[config.mk]
export PLATFORM = sky130hd
export DESIGN_NAME = mfsh_ctrl
export DESIGN_NICKNAME = d
export VERILOG_FILES = /design/src/design/mfsh_pkg.sv /design/src/design/mfsh_ctrl.sv
export SDC_FILE = /design/constraint.sdc
export NUM_CORES = 1
export LEC_CHECK = 0
export BUFFER_PORTS_ARGS = -buffer_cell sky130_fd_sc_hd__buf_2
export CAP_MARGIN = 20
export CELL_PAD_IN_SITES_DETAIL_PLACEMENT = 0
export CELL_PAD_IN_SITES_GLOBAL_PLACEMENT = 1
export CORE_MARGIN = 2
export CORE_UTILIZATION = 25
export CTS_CLUSTER_DIAMETER = 100
export DETAILED_ROUTE_END_ITERATION = 10
export PLACE_DENSITY = 0.61
export SYNTH_ARGS = -nofsm -noshare
export SYNTH_HDL_FRONTEND = slang
export SYNTH_SLANG_ARGS = --single-unit
[constraint.sdc]
create_clock -name clock -period 2.2 [get_ports clock]
set_input_delay 0.22 -clock clock [delete_from_list [all_inputs] [get_ports clock]]
set_output_delay 0.22 -clock clock [all_outputs]
set_load 0.01 [all_outputs]
[src/design/mfsh_pkg.sv]
// Shared types and helpers for the max-frequency stack heap.
// No dependencies; used by the controller, datapath and top level.
package mfsh_pkg;

   typedef enum logic [2:0] {
      ST_IDLE,
      ST_SEARCH,
      ST_UP,
      ST_POP,
      ST_POP_RD,
      ST_DOWN,
      ST_DONE
   } state_type;

   typedef enum logic [3:0] {
      CMD_NONE,
      CMD_LOAD,
      CMD_SEARCH_NEXT,
      CMD_PUSH_HIT,
      CMD_PUSH_NEW,
      CMD_FAIL_FULL,
      CMD_FAIL_EMPTY,
      CMD_UP_STEP,
      CMD_POP_START,
      CMD_POP_TOP,
      CMD_DOWN_STEP,
      CMD_RESP_LOAD
   } cmd_type;

   localparam logic [1:0] STATUS_OK    = 2'd0;
   localparam logic [1:0] STATUS_EMPTY = 2'd1;
   localparam logic [1:0] STATUS_FULL  = 2'd2;

   localparam logic OP_PUSH = 1'b0;
   localparam logic OP_POP  = 1'b1;

   typedef struct packed {
      logic is_pop;
      logic search_end;
      logic hit;
      logic hit_full;
      logic heap_full;
      logic empty;
      logic pop_keeps;
      logic up_swap;
      logic down_swap;
      logic rsp_busy;
   } dp_status_type;

endpackage

[src/design/mfsh_ctrl.sv]
// Sequencing controller for the max-frequency stack heap.
// Depends on mfsh_pkg; drives commands into mfsh_datapath.
module mfsh_ctrl
   import mfsh_pkg::*;
(
   input  logic          clock,
   input  logic          reset,
   input  logic          req_tvalid,
   output logic          req_tready,
   input  dp_status_type dp_status,
   output cmd_type       dp_cmd
);

   state_type state_ff, state_in;

   always_ff @(posedge clock) begin
      if (reset) begin
         state_ff <= ST_IDLE;
      end else begin
         state_ff <= state_in;
      end
   end

   always_comb begin
      state_in = state_ff;
      unique case (state_ff)
         ST_IDLE: begin
            if (req_tvalid) begin
               state_in = ST_SEARCH;
            end
         end
         ST_SEARCH: begin
            if (dp_status.is_pop) begin
               state_in = ST_POP;
            end else if (dp_status.hit) begin
               state_in = dp_status.hit_full ? ST_DONE : ST_UP;
            end else if (dp_status.search_end) begin
               state_in = dp_status.heap_full ? ST_DONE : ST_UP;
            end
         end
         ST_UP: begin
            if (!dp_status.up_swap) begin
               state_in = ST_DONE;
            end
         end
         ST_POP: begin
            priority if (dp_status.empty) begin
               state_in = ST_DONE;
            end else if (dp_status.pop_keeps) begin
               state_in = ST_POP_RD;
            end else begin
               state_in = ST_DOWN;
            end
         end
         ST_POP_RD: state_in = ST_DOWN;
         ST_DOWN: begin
            if (!dp_status.down_swap) begin
               state_in = ST_DONE;
            end
         end
         ST_DONE: begin
            if (!dp_status.rsp_busy) begin
               state_in = ST_IDLE;
            end
         end
         default: state_in = ST_IDLE;
      endcase
   end

   always_comb begin
      dp_cmd     = CMD_NONE;
      req_tready = 1'b0;
      unique case (state_ff)
         ST_IDLE: begin
            req_tready = 1'b1;
            if (req_tvalid) begin
               dp_cmd = CMD_LOAD;
            end
         end
         ST_SEARCH: begin
            if (!dp_status.is_pop) begin
               priority if (dp_status.hit) begin
                  dp_cmd = dp_status.hit_full ? CMD_FAIL_FULL : CMD_PUSH_HIT;
               end else if (dp_status.search_end) begin
                  dp_cmd = dp_status.heap_full ? CMD_FAIL_FULL : CMD_PUSH_NEW;
               end else begin
                  dp_cmd = CMD_SEARCH_NEXT;
               end
            end
         end
         ST_UP: begin
            if (dp_status.up_swap) begin
               dp_cmd = CMD_UP_STEP;
            end
         end
         ST_POP: dp_cmd = dp_status.empty ? CMD_FAIL_EMPTY : CMD_POP_START;
         ST_POP_RD: dp_cmd = CMD_POP_TOP;
         ST_DOWN: begin
            if (dp_status.down_swap) begin
               dp_cmd = CMD_DOWN_STEP;
            end
         end
         ST_DONE: begin
            if (!dp_status.rsp_busy) begin
               dp_cmd = CMD_RESP_LOAD;
            end
         end
         default: dp_cmd = CMD_NONE;
      endcase
   end

endmodule

==> results of run 1 <==
[layout make-up]
| class | count | area [um2] |
|---|---|---|
| fill | 179 | 993 |
| multi-input combinational | 45 | 305 |
| timing repair buffer | 20 | 108 |
| sequential | 3 | 60.1 |
| clock buffer | 4 | 26.3 |
| tap | 16 | 20.0 |
| inverter | 3 | 11.3 |
[cell families (layout without fill, tap and decap cells)]
| logic type | after synthesis | after routing | synth area share, % |
|---|---|---|---|
| and+or+nand+nor | 22 | 22 | 30.5 |
| buffers and inverters | 8 | 27 | 11.0 |
| AOI/OAI and AO/OA | 21 | 21 | 38.7 |
| DFF | 3 | 3 | 14.6 |
| muxes | 2 | 2 | 5.18 |
[worst paths after layout]
check	from	endpoint	slack [ns]	depth (start not counted)
worst max-delay path	state_ff[0]	dp_cmd[2]	0.36	3
worst min-delay path	reset	state_ff[1]	0.16	2
worst max register to register	state_ff[2]	state_ff[0]	0.47	4
worst min register to register	state_ff[1]	state_ff[1]	0.72	2
[cells in the final DEF (no fill, tap or decap)]
cell       n
or4_1      1
o211a_1    1
nand2_1    6
nor4bb_1   1
nor2b_1    2
buf_4      3
o22ai_1    2
a211o_1    1
clkbuf_1   1
buf_2     17
o311a_1    2
clkbuf_4   3
dfxtp_1    3
o32ai_4    1
or3_1      1
nand3_1    1
nand2b_1   3
nor3_1     2
o211ai_1   2
mux2_2     1
o21a_1     2
mux2i_1    1
or4b_4     1
nor2_1     3
o21ai_0    5
a21oi_1    5
inv_1      3
nand3b_1   1
[metal layers]
layer  global-route usage (%)  wire [um]
met3                     4.08         80
met1                     13.6        506
met4                     5.45          0
met2                     20.6        486
met5                        0          0
[synthesized netlist by cell type (all sizes together)]
cell type  number
a211o           1
a21oi           5
buf             2
clkbuf          3
dfxtp           3
inv             3
mux2            1
mux2i           1
nand2           6
nand2b          3
nand3           1
nand3b          1
nor2            3
nor2b           2
nor3            2
nor4bb          1
o211a           1
o211ai          2
o21a            2
o21ai           5
o22ai           2
o311a           2
o32ai           1
or3             1
or4             1
or4b            1
[stage by stage]
step / util (%) / hold slack [ns] / total power, uW / cell area (um2)
2_1_floorplan: - / 0.292 / 436 / 410
3_3_place_gp: 33.1 / 0.396 / 552 / 504
3_5_place_dp: 33.1 / 0.402 / 547 / 504
6_report: 34.8 / 0.162 / 642 / 531
4_1_cts: 34.8 / 0.157 / 650 / 531
5_1_grt: 34.8 / 0.153 / 705 / 531
[worst max-delay path: cells and delay by family, from the launching register on]
family | cells | cell delay, ns
AO/OA/AOI/OAI | 1 | 0.20
flip-flops | 1 | 0.48
buffers and inverters | 1 | 0.16
AND/OR/NAND/NOR | 1 | 0.56
[report_power, final]
part,total [uW],switching [uW],internal [uW]
sequential,141,60.8,79.9
clock,95.7,27.7,67.9
combinational,406,195,211
total,642,283,359
==> flow_summary.ini, run 1 <==
[clock_tree]
insertion_delay_ns = 0.23
cts_buffers = 3
cts_tree = done
htree_levels = 1
clkTransAtPathRegs_ns = 0.04
cts-resized-gates = 0
post_cts_buffers = 0
cts_hold_buffers = 0
clkSinkCount = 3
clockRootBuffer = clkbuf_4
cts.path.max_buffers = 2

[grt]
grt_overflow_total = 0
grt_max_degree = 11
grt_pass1_wl_um = 1740
grt_pass1_vias = 434
gr-usage-all-layers_pct = 12.1
antenna_found_initial = 0

[power]
p_leak_uw = 0.000243
vdd_drop_max_mv = 0.510
power_density_nw_per_um2 = 1210

[die]
start_util_pct = 26.9
die_h_um = 44.5
design.die.area_um2 = 1980
coreArea_um2 = 1520
die_w_um = 44.5
core.rowCount = 14
io_pins = 18

[yosys]
synth_top_area_share_pct = 14.6
synth_largest_area_cell = dfxtp_1
synthCells = 56
yosys.cell_types.count = 26
synth-seq-cells = 3
syn_area_per_cell_um2 = 7.33
ys_seq_area_share_pct = 14.6
syn_area_um2 = 410
syn_nets = 69
yosys-top-cells-area = dfxtp_1 (15%), o32ai_4 (6.7%), a21oi_1 (6.1%)
yosysWarnings = 0

[timing]
layout_min_cycle_time_ns = 1.84
fmax_ghz = 0.542
finalCritPeriodShare_pct = 83.9
setup-violations-final = 0
slew_viol_final = 0
tns_ns = 0
hold_viol = 0
max_slew_margin_pct = 74.8
skew_ns = 0.000594
rsz0062_at_grt = false
finalWorstSetupSlack_ns = 0.355
tightestPinTransition_ns = 0.374

[final_layout]
antennaDiodeCount = 0
nets = 89
final_cells = 91
reg.largest.list = state_ff (3)
layout-drive-gt1-share_pct = 34.7
largest_register_ffs = 3
top_register = state_ff
syn_to_final_growth_pct = 29.3

[setup_path]
cpPeakStageDelay_ns = 0.56
start_kind = flop
path_cells = or4b_4 > o21ai_0 > buf_2
worstPathArrival_ns = 1.62
critPathRequiredTime_ns = 1.98
end_kind = output port
critical-path-slowest-cell = or4b_4
path_max_fanout = 10
crit_type = flop to output port

[min_path]
worst_hold_path_type = input pin to flop

[placed_design]
post-place-cells = 87
post-place-ws_ns = 0.491
dpl.hpwl_um = 833
port_buffers = 17
routabilityCongestion = 0.727

[status]
status = finished, final reports clean

[detailed_routing]
remaining_drc_errors = 0
ant_nets = 0
vias = 467
viasPerCell = 5.13
routed_wl_um = 1070
drt-wirelength-per-cell_um = 11.8
drt_iter0_drc = 8
first_pass_iters = 2

[flow_run]
cap_viol_max_count = 0
No activity file was read; power rests on OpenSTA's default activity.
==> run 2: changes to the inputs <==
Clock period 2.2 ns to 1.83 ns, I/O delays scaled along.
==> run 2 against run 1 <==
Effect of this change:
- register-to-register slack lost 0.26 ns
- via count grew 1.5%
- sequential power is essentially flat
- critical path type unchanged
- highest routed layer is now met4
==> flow_summary.ini, run 2 (synthesis gave the netlist of run 1 again) <==
[grt]
gr-usage-all-layers_pct = 12.9
grt_pass1_vias = 433
grt_overflow_total = 0
grt_max_degree = 15
antenna_found_initial = 0
grt_pass1_wl_um = 1890

[timing]
skew_ns = 0.00589
rsz0062_at_grt = false
layout_min_cycle_time_ns = 1.68
slew_viol_final = 0
finalCritPeriodShare_pct = 91.8
hold_viol = 0
fmax_ghz = 0.595
setup-violations-final = 0
tightestPinTransition_ns = 0.407
max_slew_margin_pct = 72.5
tns_ns = 0

[min_path]
min_path_cells = 2
worst_hold_path_type = input pin to flop

[die]
die_h_um = 44.5
design.die.area_um2 = 1980
io_pins = 18
core.rowCount = 14
start_util_pct = 26.9
die_w_um = 44.5
coreArea_um2 = 1520

[setup_path]
reg2reg_slack_ns = 0.21
crit_start = state_ff[0]
path_cells = or4b_4 > o211ai_1 > buf_2
cpPeakStageDelay_ns = 0.53
worstPathArrival_ns = 1.50
start_kind = flop
reg2reg_from = state_ff[2]
crit_type = flop to output port
critical-path-slowest-cell = or4b_4
rr_endpoint = state_ff[0]
r2r_cells = 4
worstSetupEndpoint = dp_cmd[1]
path_max_fanout = 8
end_kind = output port
critPathRequiredTime_ns = 1.65

[final_layout]
final_common_cell = buf_2
largest_register_ffs = 3
syn_to_final_growth_pct = 33.2
reg.largest.list = state_ff (3)
top_register = state_ff
nets = 91
antennaDiodeCount = 0
layout_common_cells = buf_2 (17), nand2_1 (6), o21ai_0 (5), a21oi_1 (5), buf_4 (5)
layout-drive-gt1-share_pct = 37.7
postLayoutCoreUtil_pct = 35.9

[clock_tree]
cts_tree = done
cts.path.max_buffers = 2
post_cts_buffers = 0
clkSinkCount = 3
htree_levels = 1
clockRootBuffer = clkbuf_4
clkTransAtPathRegs_ns = 0.04
cts_buffers = 3
insertion_delay_ns = 0.23

[power]
switching_share_pct = 42.7
power_frac_comb_pct = 68.3
power_density_nw_per_um2 = 1470
p_int_uw = 461
vdd_drop_max_mv = 0.942
power_frac_seq_pct = 17.3
netSwitchingPower_uw = 344
p_leak_uw = 0.000254
p_clk_share_pct = 14.4

[detailed_routing]
vias = 474
ant_nets = 0
drt_iter0_drc = 5
viasPerCell = 5.10
drt-wirelength-per-cell_um = 11.7
remaining_drc_errors = 0
routed_wl_um = 1090
first_pass_iters = 4

[flow_run]
cap_viol_max_count = 0

[status]
status = finished, final reports clean

[placed_design]
routabilityCongestion = 0.802
dpl.hpwl_um = 888
port_buffers = 17
run 2: worst min path at each step:
stage	start	to	slack, ns
after detailed placement	reset	state_ff[1]	0.37
final	reset	state_ff[1]	0.13
after floorplan	reset	state_ff[1]	0.26
after CTS	reset	state_ff[1]	0.12
after global routing	reset	state_ff[1]	0.11
after global placement	reset	state_ff[1]	0.38
run 2: cell type report:
| class | instances | area, um2 |
|---|---|---|
| fillers | 181 | 977 |
| multi-input cells | 45 | 305 |
| repair buffers | 22 | 123 |
| flip-flops and latches | 3 | 61.3 |
| clock buffers | 4 | 26.3 |
| well taps | 16 | 20.0 |
| inverters | 3 | 11.3 |
run 2: worst max-delay path, delay by kind of cell (launching register included):
| family | cells | cell delay [ns] |
|---|---|---|
| AND/OR/NAND/NOR | 1 | 0.53 |
| buffers and inverters | 1 | 0.16 |
| flip-flops | 1 | 0.39 |
| AO/OA/AOI/OAI | 1 | 0.19 |
run 2: power by group through the flow:
stage / combinational, uW / sequential [uW] / clock (uW)
after floorplan: 405 / 119 / 0
after global placement: 560 / 136 / 0
after detailed placement: 550 / 136 / 0
after CTS: 555 / 136 / 120
after global routing: 608 / 145 / 131
final: 550 / 139 / 116
run 2: per-stage QoR:
| stage | total power, uW | cell area (um2) | setup WS [ns] | instances | hold WS [ns] |
|---|---|---|---|---|---|
| 5_1_grt | 884 | 547 | 0.0639 | 93 | 0.114 |
| 3_3_place_gp | 696 | 519 | 0.202 | 89 | 0.376 |
| 4_1_cts | 811 | 546 | 0.0465 | 93 | 0.123 |
| 6_report | 805 | 547 | 0.150 | 93 | 0.128 |
| 2_1_floorplan | 524 | 410 | 0.175 | 56 | 0.255 |
| 3_5_place_dp | 687 | 519 | 0.162 | 89 | 0.371 |
run 2: metal layers:
layer	GRT usage (%)	wire length, um	vias to the layer above
met4	3.64	8	0
met3	5.31	88	2
met5	0	0	-
met2	19.7	467	16
met1	16.5	526	206
li1	-	-	250
run 2: what timing repair did:
item,CTS,global route
resized for setup,0,1
endpoints found under the setup margin,0,1
hold buffers,0,0
==> run 3: changes to the inputs <==
Settings changed: BUFFER_PORTS_ARGS -buffer_cell sky130_fd_sc_hd__buf_2 to -buffer_cell sky130_fd_sc_hd__buf_4.
==> run 3 against run 2 <==
Effect of this change:
- power grew 5.6%
- utilization is 2.7 points higher
- via count is 1.3% lower
- non-clock buffer count did not move
- clock power about the same
- sequential cell count unchanged
- maximum frequency about the same
- die area unchanged
- global-route usage shrank 1.1 points
- setup slack worse by 0.0015 ns
==> flow_summary.ini, run 3 (synthesis gave the netlist of run 1 again) <==
[detailed_routing]
vias = 468
drt_iter0_drc = 2
first_pass_iters = 4
remaining_drc_errors = 0
ant_nets = 0
routed_wl_um = 1060
viasPerCell = 5.03
drt-wirelength-per-cell_um = 11.4

[final_layout]
antennaDiodeCount = 0
final_common_cell = buf_4
largest_register_ffs = 3
reg.largest.list = state_ff (3)
layout_common_cells = buf_4 (22), nand2_1 (6), o21ai_0 (5), a21oi_1 (5)
layout-drive-gt1-share_pct = 36.4
postLayoutCoreUtil_pct = 38.6
top_register = state_ff
syn_to_final_growth_pct = 43.3
nets = 91

[clock_tree]
insertion_delay_ns = 0.23
post_cts_buffers = 0
htree_levels = 1
cts_hold_buffers = 0
clockRootBuffer = clkbuf_4
cts-resized-gates = 0
cts_tree = done
cts_buffers = 3
clkTransAtPathRegs_ns = 0.04
cts.path.max_buffers = 2
clkSinkCount = 3

[min_path]
worst_hold_path_type = input pin to flop
min_path_cells = 2

[setup_path]
path_max_fanout = 6
reg2reg_slack_ns = 0.22
start_kind = flop
crit_type = flop to output port
r2r_cells = 4
worstPathArrival_ns = 1.50
critPathRequiredTime_ns = 1.65
end_kind = output port

[grt]
grt_pass1_wl_um = 1730
antenna_found_initial = 0
grt_pass1_vias = 437
gr-usage-all-layers_pct = 11.8
grt_max_degree = 15
grt_overflow_total = 0

[timing]
rsz0062_at_grt = false
max_slew_margin_pct = 76.4
setup-violations-final = 0
slew_viol_final = 0
finalWorstSetupSlack_ns = 0.149
tightestPinTransition_ns = 0.349
layout_min_cycle_time_ns = 1.68
hold_viol = 0
skew_ns = 0.00136
fmax_ghz = 0.595
tns_ns = 0
finalCritPeriodShare_pct = 91.9

[placed_design]
post-place-ws_ns = 0.220
dpl.hpwl_um = 855
routabilityCongestion = 0.784
port_buffers = 17

[die]
coreArea_um2 = 1520
design.die.area_um2 = 1980
core.rowCount = 14
die_w_um = 44.5
io_pins = 18
start_util_pct = 26.9
die_h_um = 44.5

[power]
power_uw = 850
vdd_drop_max_mv = 0.652
p_leak_uw = 0.000266
power_density_nw_per_um2 = 1440

[flow_run]
cap_viol_max_count = 0

[status]
status = finished, final reports clean
## run 3: cell counts in the layout (fill, tap and decap cells not counted)
Identical to the previous run, type by type.
## run 3: worst paths after layout
check	start	end
max reg2reg	state_ff[2]	state_ff[0]
min reg2reg	state_ff[0]	state_ff[0]
min	reset	state_ff[1]
max	state_ff[2]	dp_cmd[1]
## run 3: worst max-delay path, cell delays in order, from the launching register on
cell and delay (ns):
dfxtp_1 0.34, or4b_4 0.58, o211ai_1 0.20, buf_4 0.14
## run 3: cell type report
cell class              count  area (um2)
clock buffers               4        26.3
fillers                   174         936
repair buffers             22         165
inverters                   3        11.3
flip-flops and latches      3        60.1
well taps                  16        20.0
multi-input cells          45         305
## run 3: power by group
part	switching (uW)	internal [uW]	leakage, uW
registers	29.7	96.2	0.0000249
logic	286	321	0.000226
clock network	34.4	81.7	0.0000150
## run 3: stage by stage
stage / instances / instance area (um2) / hold slack [ns]
floorplan: 56 / 410 / 0.255
global placement: 89 / 562 / 0.359
detailed placement: 89 / 562 / 0.359
CTS: 93 / 588 / 0.111
global route: 93 / 588 / 0.114
finish: 93 / 588 / 0.117
## run 3: metal layers
layer	up-vias	wire length (um)	track usage (%)	part of all wire [%]
li1	248	-	-	-
met1	205	520	15.5	49
met2	15	478	18.3	45
met3	0	60	1.22	5.7
met4	0	0	7.27	0
met5	-	0	0	0
